<file path="src/hw/rtl/pmt_pkg.sv">
// Shared types and constants of the program map section parser.
`default_nettype none

package pmt_pkg;

    // Parse phase of the section walker.
    typedef enum logic [2:0] {
        PH_IDLE      = 3'd0,
        PH_HEADER    = 3'd1,
        PH_PROG_DESC = 3'd2,
        PH_STREAM    = 3'd3,
        PH_ES_DESC   = 3'd4,
        PH_CRC       = 3'd5
    } t_phase;

    // Result kind codes as they leave the block.
    typedef enum logic [1:0] {
        KIND_HEADER   = 2'd0,
        KIND_STREAM   = 2'd1,
        KIND_CRC      = 2'd2,
        KIND_BAD_TID  = 2'd3
    } t_kind;

    localparam logic [7:0]  PMT_TABLE_ID = 8'h02;
    localparam logic [11:0] HEADER_TAIL  = 12'd9;
    localparam logic [11:0] CRC_BYTES    = 12'd4;

    // Byte positions of interest inside the fixed header, the entries, the crc and the descriptors.
    localparam logic [3:0] POS_LEN_LO    = 4'd2;
    localparam logic [3:0] POS_HOLD_LO   = 4'd3;
    localparam logic [3:0] POS_HOLD_HI   = 4'd9;
    localparam logic [3:0] POS_HDR_LAST  = 4'd11;
    localparam logic [3:0] POS_ENT_LAST  = 4'd4;
    localparam logic [3:0] POS_CRC_LAST  = 4'd3;
    localparam logic [3:0] POS_DESC_TAG  = 4'd0;
    localparam logic [3:0] POS_DESC_LEN  = 4'd1;
    localparam logic [3:0] POS_DESC_BODY = 4'd2;

endpackage : pmt_pkg

`default_nettype wire

</file>
<file path="src/hw/rtl/pmt_stream_if.sv">
// Valid/ready channels carrying section bytes in and parse results out.
`default_nettype none

interface pmt_byte_if;
    logic       valid;
    logic       ready;
    logic [7:0] data_byte;
    logic       section_start;

    modport source (output valid, output data_byte, output section_start, input ready);
    modport sink   (input valid, input data_byte, input section_start, output ready);
endinterface : pmt_byte_if

interface pmt_result_if;
    logic        valid;
    logic        ready;
    logic [1:0]  result_kind;
    logic [15:0] prog_num;
    logic [4:0]  tbl_version;
    logic        current_next;
    logic [7:0]  section_index;
    logic [7:0]  last_section_index;
    logic [12:0] pcr_pid;
    logic [7:0]  entry_type;
    logic [12:0] entry_pid;
    logic [11:0] entry_desc_len;
    logic [31:0] crc_value;
    logic        last_of_section;

    modport source (
        output valid, input ready,
        output result_kind, output prog_num, output tbl_version,
        output current_next, output section_index, output last_section_index,
        output pcr_pid, output entry_type, output entry_pid,
        output entry_desc_len, output crc_value, output last_of_section
    );
    modport sink (
        input valid, output ready,
        input result_kind, input prog_num, input tbl_version,
        input current_next, input section_index, input last_section_index,
        input pcr_pid, input entry_type, input entry_pid,
        input entry_desc_len, input crc_value, input last_of_section
    );
endinterface : pmt_result_if

`default_nettype wire

</file>
<file path="src/hw/rtl/pmt_section_parser_core.sv">
// Top level of the program map section parser: byte walker and result register.
`default_nettype none

// Channel   Dir  Handshake      Payload
// i_byte    in   valid/ready    data_byte[7:0], section_start
// o_res     out  valid/ready    result_kind[1:0], header fields, entry fields,
//                               crc_value[31:0], last_of_section
//
// One byte per clock unless stalled: the parse state and any result load at the
// accepting edge, so a result is offered in the cycle after its byte (at most one
// per byte). A waiting result stalls the input only while the sink holds ready low.
// Reset (i_rst_n low, synchronous) returns the walker to idle and empties the
// result register.

module pmt_section_parser_core (
    input  wire logic      i_clk,
    input  wire logic      i_rst_n,
    pmt_byte_if.sink       i_byte,
    pmt_result_if.source   o_res
);
    import pmt_pkg::*;

    // Parse state.
    t_phase      r_phase, n_phase;
    logic [3:0]  r_pos, n_pos;
    logic [11:0] r_sbl, n_sbl;     // section bytes left
    logic [11:0] r_loop, n_loop;   // descriptor loop bytes left
    logic [7:0]  r_desc, n_desc;   // bytes left in current descriptor
    logic [39:0] r_fs, n_fs;       // field shifter: length words, entries, crc
    logic [55:0] r_hh, n_hh;       // header hold: program number .. pcr pid

    // Result register.
    logic        r_out_valid;
    t_kind       r_kind;
    logic [55:0] r_out_hh;
    logic [7:0]  r_st;
    logic [12:0] r_pid;
    logic [11:0] r_esl;
    logic [31:0] r_crc;
    logic        r_last;

    // Result produced by the byte being accepted.
    logic        emit;
    t_kind       e_kind;
    logic [7:0]  e_st;
    logic [12:0] e_pid;
    logic [11:0] e_esl;
    logic [31:0] e_crc;
    logic        e_last;

    logic        accept;
    logic        loop_done;
    logic        desc_end;
    logic [7:0]  b;

    // Take a byte whenever the result register is free or being drained.
    assign i_byte.ready = !r_out_valid || o_res.ready;
    assign accept       = i_byte.valid && i_byte.ready;
    assign b            = i_byte.data_byte;

    always_comb begin
        n_phase   = r_phase;
        n_pos     = r_pos;
        n_sbl     = r_sbl;
        n_loop    = r_loop;
        n_desc    = r_desc;
        n_fs      = r_fs;
        n_hh      = r_hh;
        emit      = 1'b0;
        e_kind    = KIND_HEADER;
        e_st      = '0;
        e_pid     = '0;
        e_esl     = '0;
        e_crc     = '0;
        e_last    = 1'b0;
        loop_done = 1'b0;
        desc_end  = 1'b0;

        if (i_byte.section_start) begin
            // Abandon whatever was in progress.
            n_sbl  = '0;
            n_loop = '0;
            n_desc = '0;
            n_fs   = '0;
            n_hh   = '0;
            n_pos  = '0;
            if (b != PMT_TABLE_ID) begin
                n_phase = PH_IDLE;
                emit    = 1'b1;
                e_kind  = KIND_BAD_TID;
                e_last  = 1'b1;
            end else begin
                n_phase = PH_HEADER;
                n_pos   = 4'd1;
            end
        end else begin
            unique case (r_phase)
                PH_HEADER: begin
                    if (r_pos >= POS_HOLD_LO && r_pos <= POS_HOLD_HI) begin
                        n_hh = {r_hh[47:0], b};
                    end else begin
                        n_fs = {r_fs[31:0], b};
                        if (r_pos == POS_LEN_LO) begin
                            n_sbl = n_fs[11:0];
                        end
                    end
                    if (r_pos < POS_HDR_LAST) begin
                        n_pos = r_pos + 4'd1;
                    end else begin
                        n_sbl  = (r_sbl > HEADER_TAIL) ? r_sbl - HEADER_TAIL : 12'd0;
                        n_loop = n_fs[11:0];
                        emit   = 1'b1;
                        e_kind = KIND_HEADER;
                        if (n_loop != 12'd0) begin
                            n_phase = PH_PROG_DESC;
                            n_pos   = POS_DESC_TAG;
                        end else begin
                            loop_done = 1'b1;
                        end
                    end
                end

                PH_PROG_DESC, PH_ES_DESC: begin
                    // Skip descriptors: tag, length, then body.
                    if (r_sbl != 12'd0) n_sbl = r_sbl - 12'd1;
                    if (r_loop != 12'd0) n_loop = r_loop - 12'd1;
                    if (r_pos == POS_DESC_TAG) begin
                        n_pos = POS_DESC_LEN;
                    end else if (r_pos == POS_DESC_LEN) begin
                        n_desc   = b;
                        n_pos    = POS_DESC_BODY;
                        desc_end = (b == 8'd0);
                    end else begin
                        if (r_desc != 8'd0) n_desc = r_desc - 8'd1;
                        desc_end = (n_desc == 8'd0);
                    end
                    if (desc_end) begin
                        if (n_loop != 12'd0) n_pos = POS_DESC_TAG;
                        else                 loop_done = 1'b1;
                    end
                end

                PH_STREAM: begin
                    if (r_sbl != 12'd0) n_sbl = r_sbl - 12'd1;
                    n_fs = {r_fs[31:0], b};
                    if (r_pos < POS_ENT_LAST) begin
                        n_pos = r_pos + 4'd1;
                    end else begin
                        emit   = 1'b1;
                        e_kind = KIND_STREAM;
                        e_st   = n_fs[39:32];
                        e_pid  = n_fs[28:16];
                        e_esl  = n_fs[11:0];
                        n_loop = n_fs[11:0];
                        if (n_loop != 12'd0) begin
                            n_phase = PH_ES_DESC;
                            n_pos   = POS_DESC_TAG;
                        end else begin
                            loop_done = 1'b1;
                        end
                    end
                end

                PH_CRC: begin
                    n_fs = {r_fs[31:0], b};
                    if (r_pos < POS_CRC_LAST) begin
                        n_pos = r_pos + 4'd1;
                    end else begin
                        emit    = 1'b1;
                        e_kind  = KIND_CRC;
                        e_crc   = n_fs[31:0];
                        e_last  = 1'b1;
                        n_phase = PH_IDLE;
                        n_pos   = '0;
                    end
                end

                default: begin
                    // Idle: drop bytes until a section start.
                end
            endcase

            // Loop finished: more entries while over four bytes remain, else crc.
            if (loop_done) begin
                n_pos   = '0;
                n_fs    = '0;
                n_phase = (n_sbl > CRC_BYTES) ? PH_STREAM : PH_CRC;
            end
        end
    end

    // State registers.
    always_ff @(posedge i_clk) begin
        if (!i_rst_n) begin
            r_phase <= PH_IDLE;
            r_pos   <= '0;
            r_sbl   <= '0;
            r_loop  <= '0;
            r_desc  <= '0;
            r_fs    <= '0;
            r_hh    <= '0;
        end else if (accept) begin
            r_phase <= n_phase;
            r_pos   <= n_pos;
            r_sbl   <= n_sbl;
            r_loop  <= n_loop;
            r_desc  <= n_desc;
            r_fs    <= n_fs;
            r_hh    <= n_hh;
        end
    end

    // Result valid: load on a new result, clear once the sink takes it.
    always_ff @(posedge i_clk) begin
        if (!i_rst_n) begin
            r_out_valid <= 1'b0;
        end else if (accept && emit) begin
            r_out_valid <= 1'b1;
        end else if (o_res.ready) begin
            r_out_valid <= 1'b0;
        end
    end

    // Result payload; the header hold is already zero on a wrong table id.
    always_ff @(posedge i_clk) begin
        if (accept && emit) begin
            r_kind   <= e_kind;
            r_out_hh <= n_hh;
            r_st     <= e_st;
            r_pid    <= e_pid;
            r_esl    <= e_esl;
            r_crc    <= e_crc;
            r_last   <= e_last;
        end
    end

    assign o_res.valid              = r_out_valid;
    assign o_res.result_kind        = r_kind;
    assign o_res.prog_num           = r_out_hh[55:40];
    assign o_res.tbl_version        = r_out_hh[37:33];
    assign o_res.current_next       = r_out_hh[32];
    assign o_res.section_index      = r_out_hh[31:24];
    assign o_res.last_section_index = r_out_hh[23:16];
    assign o_res.pcr_pid            = r_out_hh[12:0];
    assign o_res.entry_type         = r_st;
    assign o_res.entry_pid          = r_pid;
    assign o_res.entry_desc_len     = r_esl;
    assign o_res.crc_value          = r_crc;
    assign o_res.last_of_section    = r_last;

endmodule : pmt_section_parser_core

`default_nettype wire

</file>
<file path="src/flat_wrapper.sv">
// flat-port wrapper written by rule: the top's interface ports become plain ports
module pmt_section_parser_core_flat import pmt_pkg::*;
  (i_clk, i_rst_n, i_byte_valid, i_byte_data_byte, i_byte_section_start, i_byte_ready, o_res_valid, o_res_ready, o_res_result_kind, o_res_prog_num, o_res_tbl_version, o_res_current_next, o_res_section_index, o_res_last_section_index, o_res_pcr_pid, o_res_entry_type, o_res_entry_pid, o_res_entry_desc_len, o_res_crc_value, o_res_last_of_section);
  pmt_byte_if i_byte_i ();
  pmt_result_if o_res_i ();
  input  wire logic i_clk;
  input  wire logic i_rst_n;
  input wire logic [$bits(i_byte_i.valid)-1:0] i_byte_valid;
  input wire logic [$bits(i_byte_i.data_byte)-1:0] i_byte_data_byte;
  input wire logic [$bits(i_byte_i.section_start)-1:0] i_byte_section_start;
  output wire logic [$bits(i_byte_i.ready)-1:0] i_byte_ready;
  output wire logic [$bits(o_res_i.valid)-1:0] o_res_valid;
  input wire logic [$bits(o_res_i.ready)-1:0] o_res_ready;
  output wire logic [$bits(o_res_i.result_kind)-1:0] o_res_result_kind;
  output wire logic [$bits(o_res_i.prog_num)-1:0] o_res_prog_num;
  output wire logic [$bits(o_res_i.tbl_version)-1:0] o_res_tbl_version;
  output wire logic [$bits(o_res_i.current_next)-1:0] o_res_current_next;
  output wire logic [$bits(o_res_i.section_index)-1:0] o_res_section_index;
  output wire logic [$bits(o_res_i.last_section_index)-1:0] o_res_last_section_index;
  output wire logic [$bits(o_res_i.pcr_pid)-1:0] o_res_pcr_pid;
  output wire logic [$bits(o_res_i.entry_type)-1:0] o_res_entry_type;
  output wire logic [$bits(o_res_i.entry_pid)-1:0] o_res_entry_pid;
  output wire logic [$bits(o_res_i.entry_desc_len)-1:0] o_res_entry_desc_len;
  output wire logic [$bits(o_res_i.crc_value)-1:0] o_res_crc_value;
  output wire logic [$bits(o_res_i.last_of_section)-1:0] o_res_last_of_section;
  assign i_byte_i.valid = i_byte_valid;
  assign i_byte_i.data_byte = i_byte_data_byte;
  assign i_byte_i.section_start = i_byte_section_start;
  assign i_byte_ready = i_byte_i.ready;
  assign o_res_valid = o_res_i.valid;
  assign o_res_i.ready = o_res_ready;
  assign o_res_result_kind = o_res_i.result_kind;
  assign o_res_prog_num = o_res_i.prog_num;
  assign o_res_tbl_version = o_res_i.tbl_version;
  assign o_res_current_next = o_res_i.current_next;
  assign o_res_section_index = o_res_i.section_index;
  assign o_res_last_section_index = o_res_i.last_section_index;
  assign o_res_pcr_pid = o_res_i.pcr_pid;
  assign o_res_entry_type = o_res_i.entry_type;
  assign o_res_entry_pid = o_res_i.entry_pid;
  assign o_res_entry_desc_len = o_res_i.entry_desc_len;
  assign o_res_crc_value = o_res_i.crc_value;
  assign o_res_last_of_section = o_res_i.last_of_section;
  pmt_section_parser_core u_core (.i_clk(i_clk), .i_rst_n(i_rst_n), .i_byte(i_byte_i), .o_res(o_res_i));
endmodule
</file>
<file path="config.mk">
export PLATFORM = sky130hd
export DESIGN_NAME = pmt_section_parser_core_flat
export DESIGN_NICKNAME = d
export VERILOG_FILES = /design/src/hw/rtl/pmt_pkg.sv /design/src/hw/rtl/pmt_stream_if.sv /design/src/hw/rtl/pmt_section_parser_core.sv /design/src/flat_wrapper.sv
export SDC_FILE = /design/constraint.sdc
export NUM_CORES = 1
export LEC_CHECK = 0
export ABC_AREA = 0
export BUFFER_PORTS_ARGS = -buffer_cell sky130_fd_sc_hd__buf_2
export CAP_MARGIN = 20
export CELL_PAD_IN_SITES_DETAIL_PLACEMENT = 2
export CELL_PAD_IN_SITES_GLOBAL_PLACEMENT = 2
export CORE_MARGIN = 3
export CORE_UTILIZATION = 33
export CTS_BUF_LIST = sky130_fd_sc_hd__clkbuf_4
export DETAILED_ROUTE_END_ITERATION = 8
export GPL_ROUTABILITY_DRIVEN = 0
export PLACE_DENSITY_LB_ADDON = 0.2
export SYNTH_ARGS = -nofsm -noshare
export SYNTH_HDL_FRONTEND = slang
export SYNTH_SLANG_ARGS = --single-unit
</file>
<file path="constraint.sdc">
create_clock -name i_clk -period 29.1 [get_ports i_clk]
set_clock_uncertainty 0.05 [all_clocks]
set_input_delay 5.82 -clock i_clk [delete_from_list [all_inputs] [get_ports i_clk]]
set_output_delay 5.82 -clock i_clk [all_outputs]
set_load 0.005 [all_outputs]
</file>
==> implementation parameters, run 1 <==
Parameter                              Value

Status
  Result of the run ... finished clean

Timing
  Final critical delay including setup and external delays ... 12.11 ns
  RSZ-0062 raised after global routing ... false
  Headroom to the max-slew limit ... 32.6%
  Final count of negative-setup-slack endpoints ... 0
  Slew Viols, Final ... 0
  Portion of the clock cycle consumed by the worst path in the final layout ... 41.6%
  Maximum frequency from static timing analysis ... 82.6 MHz
  Total Neg Setup Slack ... 0 ns
  Final hold violation count ... 0
  Final hold slack ... 0.423 ns
  Worst Tran Pin Value ... 1.01 ns

Clock tree
  Root buffer cell ... clkbuf_4
  Hold bufs inserted after CTS ... 0
  Number of sinks driven by the clock tree ... 247
  Worst-Skew Late Latency ... 0.68 ns
  Setup Buffers After CTS ... 0
  Clock buffers created by TritonCTS ... 70
  CTS resizes ... 0
  Level count of the clock H-tree ... 3
  Max clock buf depth ... 3
  TritonCTS clock tree ... built
  Clock-pin transition on the worst setup and hold timing paths ... 0.07 ns

Die
  Standard cell core area ... 34600 um2
  Width of the die ... 194 um
  Cell row count ... 68
  Count of pins on the block boundary ... 134
  Floorplan die area ... 37600 um2
  Die Span Y ... 194 um
  Initial core utilization ... 33.6%

Run
  Max-cap check violation count ... 0

Yosys
  Syn_area_per_cell ... 9.70 um2
  Number of synthesized flops with an enable pin ... 119
  Portion of the post-synthesis area used by sequential elements ... 52.7%
  Number of warning messages in the yosys log ... 0
  Instance count of the mapped netlist ... 1201
  Cell Area, Synth ... 11600 um2
  Most area-hungry cell type in the Yosys netlist ... edfxtp_1
  Cells taking the most area after synthesis ... edfxtp_1 31%, dfxtp_1 22%, a22oi_1 5.3%
  Share of flip-flops with an asynchronous set or reset ... 0%
  Cell variety after synth ... 88
  Syn_nets ... 1223
  Number of register bits inferred by synthesis ... 247
  Area share of the largest cell type after synthesis ... 30.7%
  Post-synth top flop ... dfxtp_1

Worst setup path
  Worst-path maximum fanout ... 4
  Cell seen most often among critical-path stages ... buf_2
  Reg2Reg Setup Slack ... 25.36 ns
  Cells along the critical path ... buf_2 > nand2b_1 > buf_2
  Path type of the worst setup path ... in2out
  Critical Path AT ... 6.24 ns
  Library cell contributing the largest single delay on the critical path ... nand2b_1
  Critical Path End Type ... output pin
  Required @ worst endpoint ... 23.23 ns
  Largest stage delay on the critical path ... 0.18 ns
  Critical Path Source Type ... input pin

Drt
  Number of iterations in the first detailed-routing pass ... 5
  Final antenna-violating net count ... 0
  Vias per cell ... 5.48
  Total number of vias ... 10069
  DRT iter0 DRCs ... 575
  Detail-routed net length per standard cell ... 22.0 um
  DRC violations left ... 0
  Overall routed net length ... 40.3 mm

Final layout
  Commonest cells after routing, fill and taps aside ... 144 x nand2_1, 133 x buf_2, 129 x nor2_1
  Final core utilization ... 39.1%
  Post-route insts no fill ... 1836
  Synthesis-to-finish area growth ... 16.1%
  Area of all placed cells without fillers ... 13500 um2
  Ratio of cells with drive above 1 in the final layout ... 22.8%
  Final layout net count ... 1345
  Most common library cell in the layout ignoring fill and taps ... nand2_1

Global route
  Number of antenna violations at the first check in global routing ... 2
  Via count of the first global-routing pass ... 10819
  Remaining global-route overflow ... 0
  Gr usage total ... 21.0%
  Maximum number of pins on one net before global-route repair ... 70
  Wire length of the first global-routing pass ... 63.8 mm

Place
  DP Wirelength ... 26.3 mm
  Count of port buffers added during placement ... 133
  Post-Place Cell Area ... 12500 um2
  Total instance count after detailed placement ... 1705

Pwr
  Power per cell area ... 59.3 nW/um2
  Leak Pwr ... 4.99 nW
  Worst IR Drop VDD ... 0.0304 mV

Hold path
  Class of the tightest hold or removal check ... reg2reg
report_power, final:
| group | leakage, nW | internal, W | switching, W |
|---|---|---|---|
| Combinational | 2.21 | 0.0000194 | 0.0000438 |
| Sequential | 2.17 | 0.000369 | 0.00000601 |
| Clock | 0.601 | 0.000206 | 0.000157 |
cell families after synthesis:
group                      after synthesis  share of synthesized area (%)
AOI/OAI and AO/OA                      334                           19.7
xor gates and xnor gates                 9                          0.677
adders and majority gates                9                          0.967
buffers and inverters                  120                           5.46
DFF                                    247                           52.7
muxes                                    4                          0.354
and+or+nand+nor                        478                           20.2
worst max-delay path, delay by kind of cell:
kind / cells / cell delay [ns]
buffers and inverters: 2 / 0.24
and+or+nand+nor: 1 / 0.18
cell type report:
type,count,area [um2]
clock buffer,114,856
inverter,19,71.3
sequential,247,6140
antenna,1,2.50
timing repair buffer,151,818
clock inverter,15,159
tap,455,569
fill,3857,21100
multi-input combinational,834,4910
path summary, 6_finish.rpt:
kind / from / depth (start not counted) / endpoint
worst max-delay path: o_res_ready / 3 / i_byte_ready
worst min-delay path: u_core.r_fs[31] / 1 / u_core.r_fs[31]
worst max register to register: u_core.r_loop[1] / 10 / u_core.r_fs[8]
worst min register to register: u_core.r_fs[31] / 1 / u_core.r_fs[31]
per-layer routing:
| metal | share of wire [%] | vias up | global-route usage, % | routed length (um) |
|---|---|---|---|---|
| met5 | 0 | - | 0 | 0 |
| met1 | 46 | 5114 | 28.0 | 18500 |
| met4 | 1.8 | 0 | 5.66 | 745 |
| met3 | 3.7 | 56 | 3.28 | 1500 |
| li1 | - | 4686 | - | - |
| met2 | 48 | 213 | 35.8 | 19500 |
state kept, by name, summed over array words and instances, names as in the netlist, 12 cells and up:
name and count:
u_core.r_hh 56, u_core.r_out_hh 51, u_core.o_res.crc_value 32, u_core.r_fs 32
u_core.o_res.entry_pid 13, u_core.o_res.entry_desc_len 12, u_core.r_loop 12, u_core.r_sbl 12
synthesized netlist by cell type, drive strengths merged, types with 12 or more instances:
| cell | number |
|---|---|
| a22o | 33 |
| nand2 | 145 |
| nor4 | 16 |
| a31oi | 13 |
| nor3 | 22 |
| or4 | 12 |
| edfxtp | 119 |
| nor2 | 131 |
| and2 | 70 |
| o21ai | 34 |
| a211oi | 12 |
| inv | 19 |
| dfxtp | 128 |
| buf | 18 |
| nand3 | 22 |
| a22oi | 83 |
| clkbuf | 80 |
| a21oi | 96 |
through the flow:
stage | power (W) | setup WS [ns]
global placement | 0.000445 | 17.01
finish | 0.000802 | 16.99
CTS | 0.000816 | 16.98
global route | 0.000841 | 16.96
detailed placement | 0.000446 | 16.98
floorplan | 0.000426 | 13.78
Note: power is estimated with default switching activity, not from simulation.
==> run 2, diff against run 1 <==
- clock period: 29.1 -> 10.1 ns (I/O delays scaled with it)
==> run 2 against run 1 <==
  * Cell area is 0.90% lower
  * Total power grew to 2.7 times the previous value
  * Non-clock buffer count is 1 lower
  * Count of clock-buffer cells in the layout is 12 lower
  * Register-to-register slack worse by 19 ns
  * Sequential share of layout area is 0.41 points higher
  * Setup slack worse by 11 ns
  * Cell count is 0.33% lower
==> implementation parameters, run 2 (same netlist as run 1, synthesis figures left out) <==
Parameter                              Value

Clock tree
  Root buffer cell ... clkbuf_4 (unchanged)
  Level count of the clock H-tree ... 3 (unchanged)
  Clock buffers created by TritonCTS ... 70 (unchanged)
  Hold bufs inserted after CTS ... 0 (unchanged)
  TritonCTS clock tree ... built (unchanged)
  Clock-pin transition on the worst setup and hold timing paths ... 0.06 ns (was 0.07 ns)
  Worst-Skew Late Latency ... 0.67 ns (was 0.68 ns)
  Setup Buffers After CTS ... 0 (unchanged)
  Max clock buf depth ... 3 (unchanged)
  CTS resizes ... 0 (unchanged)
  Number of sinks driven by the clock tree ... 247 (unchanged)

Pwr
  Power per cell area ... 164 nW/um2 (was 59.3 nW/um2)
  Sequential cell fraction of total power ... 49.3% (was 46.8%)
  Worst IR Drop VDD ... 0.0671 mV (was 0.0304 mV)
  Fraction of power consumed by the clock network ... 42.3% (was 45.3%)
  Part of the power in combinational logic ... 8.4% (was 7.9%)
  Switching share of total power ... 26.6% (was 25.8%)
  Switching pwr ... 0.000583 W (was 0.000207 W)
  Int Power ... 0.00161 W (was 0.000594 W)
  Leak Pwr ... 4.92 nW (was 4.99 nW)

Final layout
  Most common library cell in the layout ignoring fill and taps ... nand2_1 (unchanged)
  Flip-flop count of the largest register after layout ... 56 (unchanged)
  Final layout net count ... 1344 (was 1345)
  Total of fill cells in the finished design ... 3876 (was 3857)
  Post-route insts no fill ... 1830 (was 1836)
  Commonest cells after routing, fill and taps aside ... 144 x nand2_1, 133 x buf_2, 129 x nor2_1 (unchanged)
  Biggest regs ... u_core.r_hh x56, u_core.r_out_hh x51 (unchanged)
  Synthesis-to-finish area growth ... 15.1% (was 16.1%)
  Register with the most flip-flops ... u_core.r_hh (unchanged)
  Ratio of cells with drive above 1 in the final layout ... 21.9% (was 22.8%)

Die
  Standard cell core area ... 34600 um2 (unchanged)
  Width of the die ... 194 um (unchanged)
  Count of pins on the block boundary ... 134 (unchanged)
  Floorplan die area ... 37600 um2 (unchanged)
  Cell row count ... 68 (unchanged)
  Die Span Y ... 194 um (unchanged)
  Initial core utilization ... 33.6% (unchanged)

Worst setup path
  Library cell contributing the largest single delay on the critical path ... buf_4 (was nand2b_1)
  Cells along the critical path ... buf_2 > nand2b_1 > and2_1 > o21ai_0 > nor3_4 > buf_4 > buf_4 (was buf_2 > nand2b_1 > buf_2)
  Critical Path End Type ... register (was output pin)
  Critical Path Source Type ... input pin (unchanged)
  Largest stage delay on the critical path ... 0.73 ns (was 0.18 ns)
  Path type of the worst setup path ... in2reg (was in2out)
  Critical Path AT ... 4.74 ns (was 6.24 ns)
  Reg2Reg Setup Slack ... 5.88 ns (was 25.36 ns)
  Worst-path maximum fanout ... 57 (was 4)
  Required @ worst endpoint ... 10.34 ns (was 23.23 ns)
  Cell seen most often among critical-path stages ... buf_4 (was buf_2)
  Reg2Reg Capture Point ... u_core.r_out_hh[18] (was u_core.r_fs[8])
  Reg2reg path depth ... 6 (was 10)
  Beginning of the worst register-to-register path ... u_core.r_phase[0] (was u_core.r_loop[1])

Timing
  Total Neg Setup Slack ... 0 ns (unchanged)
  Slew Viols, Final ... 0 (unchanged)
  Portion of the clock cycle consumed by the worst path in the final layout ... 44.5%
  Final hold violation count ... 0 (unchanged)
  RSZ-0062 raised after global routing ... false (unchanged)
  Headroom to the max-slew limit ... 38.0% (was 32.6%)
  Maximum frequency from static timing analysis ... 222 MHz
  Final count of negative-setup-slack endpoints ... 0 (unchanged)
  Final critical delay including setup and external delays ... 4.50 ns
  Worst Tran Pin Value ... 0.926 ns (was 1.01 ns)
  Post-route worst setup slack ... 5.60 ns (was 16.99 ns)

Drt
  Overall routed net length ... 40.9 mm (was 40.3 mm)
  Total number of vias ... 10123 (was 10069)
  DRC violations left ... 0 (unchanged)
  Number of iterations in the first detailed-routing pass ... 5 (unchanged)
  DRT iter0 DRCs ... 555 (was 575)
  Vias per cell ... 5.53 (was 5.48)
  Detail-routed net length per standard cell ... 22.3 um (was 22.0 um)
  Final antenna-violating net count ... 0 (unchanged)

Place
  Total instance count after detailed placement ... 1705 (unchanged)
  Worst setup slack after placement ... 4.88 ns (was 16.98 ns)
  DP Wirelength ... 27.2 mm (was 26.3 mm)
  Count of port buffers added during placement ... 133 (unchanged)

Hold path
  Hold Crit Endpoint ... u_core.r_fs[24] (was u_core.r_fs[31])
  Hold path depth ... 1 (unchanged)
  Launch instance of the worst min-delay path ... u_core.r_fs[24] (was u_core.r_fs[31])
  Class of the tightest hold or removal check ... reg2reg (unchanged)

Global route
  Wire length of the first global-routing pass ... 64.3 mm (was 63.8 mm)
  Number of antenna violations at the first check in global routing ... 1 (was 2)
  Gr usage total ... 21.3% (was 21.0%)
  Via count of the first global-routing pass ... 10891 (was 10819)
  Remaining global-route overflow ... 0 (unchanged)
  Maximum number of pins on one net before global-route repair ... 76 (was 70)

Status
  Result of the run ... finished clean (unchanged)

Run
  Max-cap check violation count ... 0 (unchanged)
[run 2: cell count changes in the layout (fill, tap and decap cells not counted), sizes merged]
cell / delta
bufinv: -2
clkbuf: -13
clkinv: +10
inv: -1
[run 2: worst max path at each step]
| stage | from | end | slack, ns | cells after the start |
|---|---|---|---|---|
| floorplan | i_byte_data_byte[5] | u_core.o_res.crc_value[0] | 2.27 | 4 |
| global placement | o_res_ready | u_core.r_out_hh[10] | 4.42 | 7 |
| detailed placement | o_res_ready | u_core.r_out_hh[18] | 4.88 | 7 |
| CTS | o_res_ready | i_byte_ready | 5.60 | 3 |
| global route | o_res_ready | u_core.r_out_hh[18] | 5.38 | 7 |
| finish | o_res_ready | u_core.r_out_hh[18] | 5.60 | 7 |
[run 2: final cells by class]
| cell class | instances | area [um2] | area share (%) |
|---|---|---|---|
| well taps | 455 | 569 | 4.25 |
| inverters | 19 | 71.3 | 0.532 |
| diodes | 1 | 2.50 | 0.0187 |
| multi-input cells | 834 | 4930 | 36.8 |
| repair buffers | 150 | 813 | 6.07 |
| clock buffers | 102 | 766 | 5.71 |
| clock inverters | 22 | 120 | 0.896 |
| flip-flops and latches | 247 | 6140 | 45.8 |
[run 2: metrics by stage]
stage | hold slack (ns) | utilization, % | power (W) | cell area [um2]
3_5_place_dp | 0.402 | 36.1 | 0.00129 | 12500
2_1_floorplan | 0.384 | - | 0.00122 | 11700
3_3_place_gp | 0.399 | 36.1 | 0.00128 | 12500
4_1_cts | 0.421 | 38.7 | 0.00223 | 13400
5_1_grt | 0.456 | 38.7 | 0.00231 | 13400
6_report | 0.422 | 38.7 | 0.00219 | 13400
[run 2: layer usage]
metal | wire length [um] | part of all wire [%] | global-route usage (%)
met5 | 0 | 0 | 0
met1 | 18900 | 46 | 28.4
met2 | 19300 | 47 | 35.0
met4 | 967 | 2.4 | 6.86
met3 | 1650 | 4.0 | 4.01
[run 2: worst max-delay path: cells and delay by family]
| kind | cells | cell delay [ns] |
|---|---|---|
| compound gates | 1 | 0.26 |
| buf+inv | 3 | 1.39 |
| simple gates | 3 | 1.02 |
[run 2: power by group through the flow]
| stage | Sequential (W) | Combinational (W) | Clock [W] |
|---|---|---|---|
| after detailed placement | 0.00110 | 0.000185 | 0 |
| after floorplan | 0.00110 | 0.000127 | 0 |
| after global routing | 0.00108 | 0.000202 | 0.00102 |
| final | 0.00108 | 0.000185 | 0.000928 |
| after global placement | 0.00110 | 0.000181 | 0 |
| after CTS | 0.00108 | 0.000187 | 0.000964 |
